[src/rtl/core/ple_pkg.sv]
// ----------------------------------------------------------------------------
// ple_pkg: shared definitions for the positional list engine
// Operation codes, status codes and fixed field widths used by the engine
// and its port checker.
// ----------------------------------------------------------------------------
package ple_pkg;

	// Fixed widths of the item fields.
	localparam int FUNC_W = 3;
	localparam int STAT_W = 2;
	localparam int DATA_W = 32;

	// Operation codes carried by func.
	localparam logic [FUNC_W-1:0] FN_ADD_FRONT = 3'd0;
	localparam logic [FUNC_W-1:0] FN_ADD_BACK  = 3'd1;
	localparam logic [FUNC_W-1:0] FN_INSERT_AT = 3'd2;
	localparam logic [FUNC_W-1:0] FN_DEL_FRONT = 3'd3;
	localparam logic [FUNC_W-1:0] FN_DEL_BACK  = 3'd4;
	localparam logic [FUNC_W-1:0] FN_DEL_AT    = 3'd5;

	// Result status codes.
	localparam logic [STAT_W-1:0] STAT_OK    = 2'd0;
	localparam logic [STAT_W-1:0] STAT_FULL  = 2'd1;
	localparam logic [STAT_W-1:0] STAT_EMPTY = 2'd2;
	localparam logic [STAT_W-1:0] STAT_RANGE = 2'd3;

endpackage

[src/rtl/core/ple_mem.sv]
// ----------------------------------------------------------------------------
// ple_mem: element store of the positional list engine
// Single write port and single read port with registered read data.
// ----------------------------------------------------------------------------
module ple_mem
	import ple_pkg::*;
#(
	parameter int DEPTH = 16,
	localparam int ADDR_W = $clog2(DEPTH)
) (
	input  logic              clk,
	input  logic              wr_en,
	input  logic [ADDR_W-1:0] wr_addr,
	input  logic [DATA_W-1:0] wr_data,
	input  logic              rd_en,
	input  logic [ADDR_W-1:0] rd_addr,
	output logic [DATA_W-1:0] rd_data
);

	logic [DATA_W-1:0] mem [DEPTH];
	logic [DATA_W-1:0] rd_data_q;

	// Write port.
	always_ff @(posedge clk) begin
		if (wr_en) begin
			mem[wr_addr] <= wr_data;
		end
	end

	// Registered read port; the data holds until the next read.
	always_ff @(posedge clk) begin
		if (rd_en) begin
			rd_data_q <= mem[rd_addr];
		end
	end

	assign rd_data = rd_data_q;

endmodule

[src/rtl/core/positional_list_engine_top.sv]
// An item that fails its checks goes from acceptance straight to the finish state and the output register.
// An insert below the count shifts the tail up before writing the new element; an append writes it directly.
// A delete shifts the tail down over the removed slot, also for the last element, and an item's result
// can wait further while the result side stalls.
// The store moves one element per cycle through its read and write ports.
// Throughput: one item at a time; req_stall is high from acceptance to the result.
// ----------------------------------------------------------------------------
// positional_list_engine_top: bounded ordered list with positional edits
// Adds, inserts and deletes signed 32-bit elements at the front, the back
// or a given slot, shifting the tail through a shared element store.
// Reset (arst_n low) empties the list; the element store itself is not cleared.
// ----------------------------------------------------------------------------
module positional_list_engine_top
	import ple_pkg::*;
#(
	parameter int CAPACITY = 16,
	localparam int CNT_W = $clog2(CAPACITY + 1)
) (
	input  logic                     clk,
	input  logic                     arst_n,
	input  logic                     req_valid,
	output logic                     req_stall,
	input  logic [FUNC_W-1:0]        func,
	input  logic signed [DATA_W-1:0] value,
	input  logic [CNT_W-1:0]         position,
	output logic                     rsp_valid,
	input  logic                     rsp_stall,
	output logic [STAT_W-1:0]        status,
	output logic [CNT_W-1:0]         count,
	output logic signed [DATA_W-1:0] removed_value,
	output logic signed [DATA_W-1:0] first_value,
	output logic signed [DATA_W-1:0] last_value
);

	localparam int IDX_W = $clog2(CAPACITY);
	localparam logic [CNT_W-1:0] CAP_C = CNT_W'(CAPACITY);
	localparam logic [CNT_W-1:0] ONE_C = CNT_W'(1);

	typedef enum logic [2:0] {
		ST_IDLE,
		ST_SHIFT,
		ST_PUT,
		ST_RD_FIRST,
		ST_RD_LAST,
		ST_GRAB,
		ST_FINISH
	} state_t;

	state_t              state_q;
	logic [IDX_W-1:0]    ptr_q;
	logic [IDX_W-1:0]    stop_q;
	logic [IDX_W-1:0]    slot_q;
	logic                is_ins_q;
	logic [DATA_W-1:0]   value_q;
	logic [CNT_W-1:0]    count_q;
	logic [STAT_W-1:0]   status_q;
	logic [DATA_W-1:0]   removed_q;
	logic [DATA_W-1:0]   first_q;
	logic [DATA_W-1:0]   last_q;
	logic                wr_pend_s1;
	logic [IDX_W-1:0]    wr_addr_s1;
	logic                cap_s1;
	logic                rsp_valid_q;
	logic [STAT_W-1:0]   status_q2_q;
	logic [CNT_W-1:0]    count_out_q;
	logic [DATA_W-1:0]   removed_out_q;
	logic [DATA_W-1:0]   first_out_q;
	logic [DATA_W-1:0]   last_out_q;

	logic                accept;
	logic                is_ins;
	logic                is_del;
	logic [CNT_W-1:0]    ins_slot;
	logic [CNT_W-1:0]    del_slot;
	logic [STAT_W-1:0]   dec_status;
	logic                mem_we;
	logic [IDX_W-1:0]    mem_waddr;
	logic [DATA_W-1:0]   mem_wdata;
	logic                mem_re;
	logic [IDX_W-1:0]    mem_raddr;
	logic [DATA_W-1:0]   mem_rdata;
	logic                rsp_free;

	assign req_stall = (state_q != ST_IDLE);
	assign accept    = req_valid && !req_stall;
	assign rsp_free  = !rsp_valid_q || !rsp_stall;

	// Decode the operation into a target slot and check it against the list.
	always_comb begin
		is_ins   = 1'b0;
		is_del   = 1'b0;
		ins_slot = count_q;
		del_slot = count_q - ONE_C;
		unique case (func)
			FN_ADD_FRONT: begin
				is_ins   = 1'b1;
				ins_slot = '0;
			end
			FN_ADD_BACK: begin
				is_ins   = 1'b1;
				ins_slot = count_q;
			end
			FN_INSERT_AT: begin
				is_ins   = 1'b1;
				ins_slot = position;
			end
			FN_DEL_FRONT: begin
				is_del   = 1'b1;
				del_slot = '0;
			end
			FN_DEL_BACK: begin
				is_del   = 1'b1;
				del_slot = count_q - ONE_C;
			end
			FN_DEL_AT: begin
				is_del   = 1'b1;
				del_slot = position;
			end
			default: begin
			end
		endcase

		if (is_ins) begin
			if (count_q == CAP_C) begin
				dec_status = STAT_FULL;
			end else if (ins_slot > count_q) begin
				dec_status = STAT_RANGE;
			end else begin
				dec_status = STAT_OK;
			end
		end else if (is_del) begin
			if (count_q == '0) begin
				dec_status = STAT_EMPTY;
			end else if (del_slot >= count_q) begin
				dec_status = STAT_RANGE;
			end else begin
				dec_status = STAT_OK;
			end
		end else begin
			dec_status = STAT_RANGE;
		end
	end

	// Store port control: a pending element move owns the write port.
	always_comb begin
		mem_we    = wr_pend_s1 || (state_q == ST_PUT);
		mem_waddr = wr_pend_s1 ? wr_addr_s1 : slot_q;
		mem_wdata = wr_pend_s1 ? mem_rdata : value_q;
		mem_re    = (state_q == ST_SHIFT) || (state_q == ST_RD_LAST) ||
		            ((state_q == ST_RD_FIRST) && !wr_pend_s1);
		unique case (state_q)
			ST_RD_FIRST: mem_raddr = '0;
			ST_RD_LAST:  mem_raddr = IDX_W'(count_q - ONE_C);
			default:     mem_raddr = ptr_q;
		endcase
	end

	ple_mem #(
		.DEPTH(CAPACITY)
	) u_mem (
		.clk     (clk),
		.wr_en   (mem_we),
		.wr_addr (mem_waddr),
		.wr_data (mem_wdata),
		.rd_en   (mem_re),
		.rd_addr (mem_raddr),
		.rd_data (mem_rdata)
	);

	// Sequencer: shifts the tail one element per cycle, then refreshes the
	// front and back copies and hands the item to the output register.
	always_ff @(posedge clk or negedge arst_n) begin
		if (!arst_n) begin
			state_q       <= ST_IDLE;
			ptr_q         <= '0;
			stop_q        <= '0;
			slot_q        <= '0;
			is_ins_q      <= 1'b0;
			value_q       <= '0;
			count_q       <= '0;
			status_q      <= STAT_OK;
			removed_q     <= '0;
			first_q       <= '0;
			last_q        <= '0;
			wr_pend_s1    <= 1'b0;
			wr_addr_s1    <= '0;
			cap_s1        <= 1'b0;
			rsp_valid_q   <= 1'b0;
			status_q2_q   <= STAT_OK;
			count_out_q   <= '0;
			removed_out_q <= '0;
			first_out_q   <= '0;
			last_out_q    <= '0;
		end else begin
			// Moves issued by the shift loop land in the cycle after their read.
			wr_pend_s1 <= 1'b0;
			cap_s1     <= 1'b0;
			if (cap_s1) begin
				removed_q <= mem_rdata;
			end
			if (rsp_valid_q && !rsp_stall) begin
				rsp_valid_q <= 1'b0;
			end

			unique case (state_q)
				ST_IDLE: begin
					if (accept) begin
						status_q  <= dec_status;
						removed_q <= '0;
						value_q   <= value;
						is_ins_q  <= is_ins;
						if (dec_status != STAT_OK) begin
							state_q <= ST_FINISH;
						end else if (is_ins) begin
							count_q <= count_q + ONE_C;
							slot_q  <= IDX_W'(ins_slot);
							ptr_q   <= IDX_W'(count_q - ONE_C);
							stop_q  <= IDX_W'(ins_slot);
							state_q <= (ins_slot == count_q) ? ST_PUT : ST_SHIFT;
						end else begin
							count_q <= count_q - ONE_C;
							slot_q  <= IDX_W'(del_slot);
							ptr_q   <= IDX_W'(del_slot);
							stop_q  <= IDX_W'(count_q - ONE_C);
							state_q <= ST_SHIFT;
						end
					end
				end
				ST_SHIFT: begin
					if (is_ins_q) begin
						wr_pend_s1 <= 1'b1;
						wr_addr_s1 <= ptr_q + IDX_W'(1);
						ptr_q      <= ptr_q - IDX_W'(1);
					end else begin
						wr_pend_s1 <= (ptr_q != slot_q);
						cap_s1     <= (ptr_q == slot_q);
						wr_addr_s1 <= ptr_q - IDX_W'(1);
						ptr_q      <= ptr_q + IDX_W'(1);
					end
					if (ptr_q == stop_q) begin
						state_q <= is_ins_q ? ST_PUT : ST_RD_FIRST;
					end
				end
				ST_PUT: begin
					if (!wr_pend_s1) begin
						state_q <= ST_RD_FIRST;
					end
				end
				ST_RD_FIRST: begin
					if (!wr_pend_s1) begin
						state_q <= ST_RD_LAST;
					end
				end
				ST_RD_LAST: begin
					first_q <= mem_rdata;
					state_q <= ST_GRAB;
				end
				ST_GRAB: begin
					last_q  <= mem_rdata;
					state_q <= ST_FINISH;
				end
				ST_FINISH: begin
					if (rsp_free) begin
						rsp_valid_q   <= 1'b1;
						status_q2_q   <= status_q;
						count_out_q   <= count_q;
						removed_out_q <= removed_q;
						first_out_q   <= (count_q == '0) ? '0 : first_q;
						last_out_q    <= (count_q == '0) ? '0 : last_q;
						state_q       <= ST_IDLE;
					end
				end
				default: begin
					state_q <= ST_IDLE;
				end
			endcase
		end
	end

	assign rsp_valid     = rsp_valid_q;
	assign status        = status_q2_q;
	assign count         = count_out_q;
	assign removed_value = removed_out_q;
	assign first_value   = first_out_q;
	assign last_value    = last_out_q;

endmodule

[config.mk]
export PLATFORM = sky130hd
export DESIGN_NAME = positional_list_engine_top
export DESIGN_NICKNAME = d
export VERILOG_FILES = /design/src/rtl/core/ple_pkg.sv /design/src/rtl/core/ple_mem.sv /design/src/rtl/core/positional_list_engine_top.sv
export SDC_FILE = /design/constraint.sdc
export NUM_CORES = 1
export LEC_CHECK = 0
export ABC_AREA = 1
export BUFFER_PORTS_ARGS = -buffer_cell sky130_fd_sc_hd__buf_2
export CORE_UTILIZATION = 30
export CTS_BUF_LIST = sky130_fd_sc_hd__clkbuf_8
export DETAILED_ROUTE_END_ITERATION = 6
export RECOVER_POWER = 100
export SYNTH_ARGS = -nofsm -noshare
export SYNTH_HDL_FRONTEND = slang
export SYNTH_SLANG_ARGS = --single-unit
[constraint.sdc]
create_clock -name clk -period 4 [get_ports clk]
set_input_delay 0.6 -clock clk [delete_from_list [all_inputs] [get_ports clk]]
set_output_delay 0.6 -clock clk [all_outputs]
set_load 0.05 [all_outputs]
**Word-level counts from Yosys, hierarchy flattened**

Memory sizes are Yosys's and may differ from the RTL's. A register that Yosys moved wholly into a read port is not among the register bits.
Index checks and enable logic that the tools add are counted.

- Bits of input ports: 44
- Output and inout bits: 105
- Flip-flop bits (word level): 261
- Logic and storage cells: 120
- RAM bits: 512
- Memories kept: 1

- Bitwise logic cells: 1
- Order comparisons: 2
- Reductions and logical operators: 24
- Mux-type cells: 46
- Add/subtract/negate cells: 4
- Equality and inequality tests: 22

Memories:

| name | words | width | rd ports | clocked after memory_dff | wr ports | line | source |
|---|---|---|---|---|---|---|---|
| u_mem.mem | 16 | 32 | 1 | 1 | 1 | ple_mem.sv:20 | `logic [DATA_W-1:0] mem [DEPTH];` |

Operators with widths:

| cell | number |
|---|---|
| $mux 32 | 6 |
| $mux 4 | 8 |
| $pmux 3 s7 | 1 |
| $pmux 5 s2 | 2 |
| $mux 3 | 6 |
| $mux 2 | 8 |
| $pmux 4 s2 | 2 |
| $eq 3x3->1 const B | 5 |
| $eq 3x2->1 const B | 4 |
| $mux 1 | 12 |
| $ne 2x2->1 const B | 5 |
| $eq 4x4->1 | 2 |
| $eq 3x1->1 const B | 2 |
| $logic_not 3->1 | 2 |
| $reduce_and 3->1 | 2 |
| $reduce_or 3->1 | 2 |
| $add 5x1->5 const B | 1 |
| $eq 5x5->1 | 1 |
| $eq 5x5->1 const B | 1 |
| $ge 5x5->1 | 1 |
| $gt 5x5->1 | 1 |
| $logic_not 5->1 | 1 |
| $mux 5 | 1 |
| $reduce_and 5->1 | 1 |
| 12 further kinds | 22 |

**Depth between registers and ports, before layout**

- Word-level depth: 11
- Mapped depth: 23
- Mapped depth without buffers: 23

**Hierarchy**

Synthesis repeated with hierarchy kept, for this count alone.

- Cells, all modules: 3444
- Area total of the unflattened synthesis: 34635.7 um^2

By module, submodules not included:

| module | area each (um^2) | times used | sequential area each (um^2) | cells each |
|---|---|---|---|---|
| ple_mem | 23058.4 | 1 | 16335.7 | 2121 |
| positional_list_engine_top | 11577.4 | 1 | 6531.3 | 1323 |

**Least setup slack after synthesis**

No wires, ideal clock.

- Path kind: register to register
- Start: register wr_pend_s1
- End: memory u_mem.mem[0][0], enable pin
- Data required time: 3579 ps
- Arrival time: 2643 ps
- Clock period less this slack: 3064 ps
- Stages on the path, launching flop included: 9
- Setup time: 421 ps
- Buffers on the path: 1
- Path slack: 936 ps
- Cells stage by stage: dfrtp_1 > clkbuf_1 > inv_1 > or2_2 > o21ai_0 > inv_1 > nor2_1 > nand2_1 > nor2_1

- Word-level cells in the longest chain between the ends: 3
- Elaborated cells on any way between the ends: 4
- Classes of those cells: mux (3); reduce/logical (1)

Ends and longest elaborated chain:

| item | line | source |
|---|---|---|
| start: declaration | positional_list_engine_top.sv:60 | `logic wr_pend_s1;` |
| start signal: assignment | positional_list_engine_top.sv:235 | `wr_pend_s1 <= (ptr_q != slot_q);` |
| $logic_or 1x1->1 | positional_list_engine_top.sv:146 | `mem_we = wr_pend_s1 \|\| (state_q == ST_PUT);` |
| $mux 1 | ple_mem.sv:25 | `if (wr_en) begin` |
| $mux 1 (implied by the code) | ple_mem.sv:26 | `mem[wr_addr] <= wr_data;` |
| end: declaration | ple_mem.sv:20 |  |

Several ways; a longest one is shown, not always the timed one.

**Final worst setup path**

- Start: register state_q[1]
- End: register u_mem.rd_data_q[27] (netlist: u_mem.rd_data[27]) (read register of u_mem.mem) (data pin)

- Word-level cells in the longest chain between the ends: 3
- Elaborated cells on any way between the ends: 7
- Classes of those cells: eq/ne (3); mux (1); reduce/logical (3)

Ends and longest elaborated chain:

| item | line | source |
|---|---|---|
| start: declaration | positional_list_engine_top.sv:49 | `state_t state_q;` |
| start signal: assignment | positional_list_engine_top.sv:219 | `state_q <= (ins_slot == count_q) ? ST_PUT : ST_SHIFT;` |
| start signal: assignment | positional_list_engine_top.sv:241 | `state_q <= is_ins_q ? ST_PUT : ST_RD_FIRST;` |
| branches (longest 3 deep; another with $pmux 4 s2) | -- |  |
| end: declaration | ple_mem.sv:21 | `logic [DATA_W-1:0] rd_data_q;` |

Parallel ways; which one is timed is not known.
A chain may end at the register's enable or synchronous reset.

==> flow_metrics.tcl <==
set metrics [dict create \
    finalNonFillerCells 4997 \
    grt_overflow 0 \
    hp-start "value[12]" \
    die_h_um 335.9 \
    core_area_mm2 0.1107 \
    synth_nets 3280 \
    drtIter0Drc 1872 \
    min_period_ns 3.690 \
    ir_drop_uv 886.0 \
    areaGrowthSynthToFinish_pct 14.44 \
    synth_cell_type_count 32 \
    rsz0062_at_grt "no" \
    hpwl_um 49750 \
    synth_edf_count 544 \
    slew_headroom -0.7607 \
    worstRegToRegCells 11 \
    grt_pass1_wl_um 129900 \
    timing.rr.end "u_mem.rd_data[27]" \
    end_kind "flip-flop" \
    async_flop_share 0.3242 \
    r2r-start "state_q[1]" \
    grt_pass1_vias 21850 \
    routed_wirelength_um 84120 \
    top_usage_layer "met2" \
    fin_tns_setup_ns 0 \
    drv_cap 23 \
    cts_tree "yes" \
    whs_endpoint "value_q[12]" \
    final_common_cell "nand2_1" \
    syn_area_mm2 0.03345 \
    use_met1 0.1927 \
    status "finished, violations left" \
    fillers 11130 \
    start_kind "flip-flop" \
    ant_nets 0 \
    num_vias 22680 \
    report.final.slew_viol_count 658 \
    r2r_slack_ns 0.31 \
    drc_errors 0 \
    met3_usage 0.02411 \
    avgSynthCellArea_um2 10.38 \
    grtUsageTotal 0.1485 \
    violations "max-capacitance violations, max-slew violations" \
    ys_ff_latch 805 \
    place_inst 4779 \
    tightest_slew_ns 2.641 \
    ys_warn_count 0 \
    skew_ns 0.02238 \
    setup_violations 0 \
    clk_path_buf_depth 3 \
    grt_max_degree 129 \
    path_max_fanout 26 \
    numClockSinks 805 \
    gp_congestion 0.8373 \
    crit_chain "inv_1 -> nand3_1 -> nand2_2 -> nor2_1 -> nor2_2 -> clkbuf_2 -> nand2_1 -> nand3_1 -> nand3_1 -> nand3_1 -> nand2_1" \
    avgRoutedWirePerCell_um 16.83 \
    synthCells 3221 \
    rows 122 \
    final_cell_mix "nand2_1, edfxtp_1, inv_1" \
    cts_buffers 116 \
    nNetsFinal 3469 \
    cp.required_ns 4.44 \
    start_util 0.3022 \
    slowest_delay_ns 0.84 \
    hold_viol_final 0 \
    criticalPathCategory "flip-flop to flip-flop" \
    cts_root_buf "clkbuf_8" \
    synth_flop_cell "edfxtp_1" \
    slowest_stage "nor2_2" \
    clk_latency_ns 0.74 \
    die_w_um 335.9 \
    io_buffers 148 \
    drive_gt1_frac 0.08352 \
    h-tree-depth 3 \
    hold_path_depth 2 \
    gr-usage-met2 0.2515 \
    crit_arrival_ns 4.13 \
    worst_path_most_repeated_cell "nand3_1" \
    firstDrtPassIters 7 \
    via_per_inst 4.538 \
    p_per_area_mw_per_mm2 887.5 \
    finalCritPeriodShare 0.9224 \
    leakagePower_uw 0.01621 \
    grt_antenna_before_repair 1 \
    seq_area_frac_synth 0.6836 \
    die_area_mm2 0.1128 \
    ioPinCount 149 \
    hold_class "input pin to flip-flop" \
    max_freq_mhz 271.0 \
    clk_pin_slew_ns 0.07 \
]
[what timing repair did]
action	CTS	global route
setup endpoints to repair	0	10
endpoints found under the hold margin	69	0
resized for setup	0	2
hold buffers	1	0
buffers inserted	0	0
[cells by family (layout without fill, tap and decap cells)]
logic type      Yosys count  after routing  share of synthesized area
compound gates          289            289                    0.04908
xor+xnor                 17             17                   0.004451
fa+ha+maj                15             15                   0.005611
buf+inv                 457            744                    0.05386
flops                   805            805                     0.6836
mux                      32             32                    0.01077
other cells               0              1                          0
simple gates           1606           1606                     0.1926
[final cells by class]
class | count | area, um2 | share of cell area
diodes | 1 | 2.502 | 0.00006537
clock inverters | 91 | 506.7 | 0.01324
inverters | 283 | 1069 | 0.02791
clock buffers | 125 | 1720 | 0.04494
well taps | 1488 | 1862 | 0.04864
multi-input cells | 1959 | 8862 | 0.2315
repair buffers | 245 | 1389 | 0.03628
flip-flops and latches | 805 | 22870 | 0.5974
[cell usage after synthesis, types with 2 or more instances]
master	number	share of area
o21ai_1	2	0.00030
edfxtp_1	544	0.49
inv_1	279	0.031
nand2_1	1240	0.14
nor2_1	44	0.0049
clkbuf_1	82	0.0092
ha_1	15	0.0056
o211ai_1	66	0.015
nand4_1	2	0.00037
mux2_2	32	0.011
a21oi_1	10	0.0015
buf_2	69	0.010
dfrtp_1	261	0.20
nand3_1	313	0.047
xor2_1	8	0.0021
xnor2_1	9	0.0024
buf_1	23	0.0026
nor3_1	3	0.00045
inv_2	3	0.00034
o21ai_0	196	0.029
o22ai_1	9	0.0017
[report_power, final]
group          total [uW]  leakage [uW]  switching [uW]  internal, uW
Clock                6280       0.00130            3130          3150
Combinational       14300       0.00666           10600          3680
Sequential          13400       0.00825            1010         12400
[per-stage QoR]
stage	utilization	instance area [um2]	worst slack, ns	total power [uW]	hold slack [ns]
CTS	0.3505	38790	0.2612	34680	0.01652
global placement	0.3303	36550	0.4591	28140	0.4560
detailed placement	0.3303	36550	0.2971	28340	0.4555
finish	0.3459	38280	0.3104	33970	0.09042
global route	0.3459	38280	0.02497	36310	0.06345
floorplan	-	33450	0.9363	23150	0.3044
[worst max-delay path, delay by kind of cell (launching register included)]
family	cells	cell delay, ns
buffers and inverters	2	0.81
AND/OR/NAND/NOR	9	2.11
flip-flops	1	0.45
[registers in the layout, indices dropped and copies added, names as in the netlist, 32 cells and up]
signal and cells:
first_value 32, removed_q 32, first_q 32, last_value 32
u_mem.mem 512, u_mem.rd_data 32, value_q 32, removed_value 32
last_q 32
[layer usage]
layer,vias to the layer above,wire length [um],share of wire
met5,-,0,0
met4,0,1883,0.022
met3,102,4650,0.055
met2,655,40790,0.48
met1,10890,36790,0.44
li1,11030,-,-
[worst max path at each step]
stage / from / endpoint / slack, ns
after floorplan: wr_pend_s1 / u_mem.mem[0][0] / 0.94
after global placement: count_q[0] / count_q[3] / 0.46
after detailed placement: count_q[0] / slot_q[3] / 0.30
after CTS: count_q[0] / slot_q[3] / 0.26
after global routing: state_q[1] / u_mem.rd_data[27] / 0.02
final: state_q[1] / u_mem.rd_data[27] / 0.31
(Power assumes the default switching activity.)
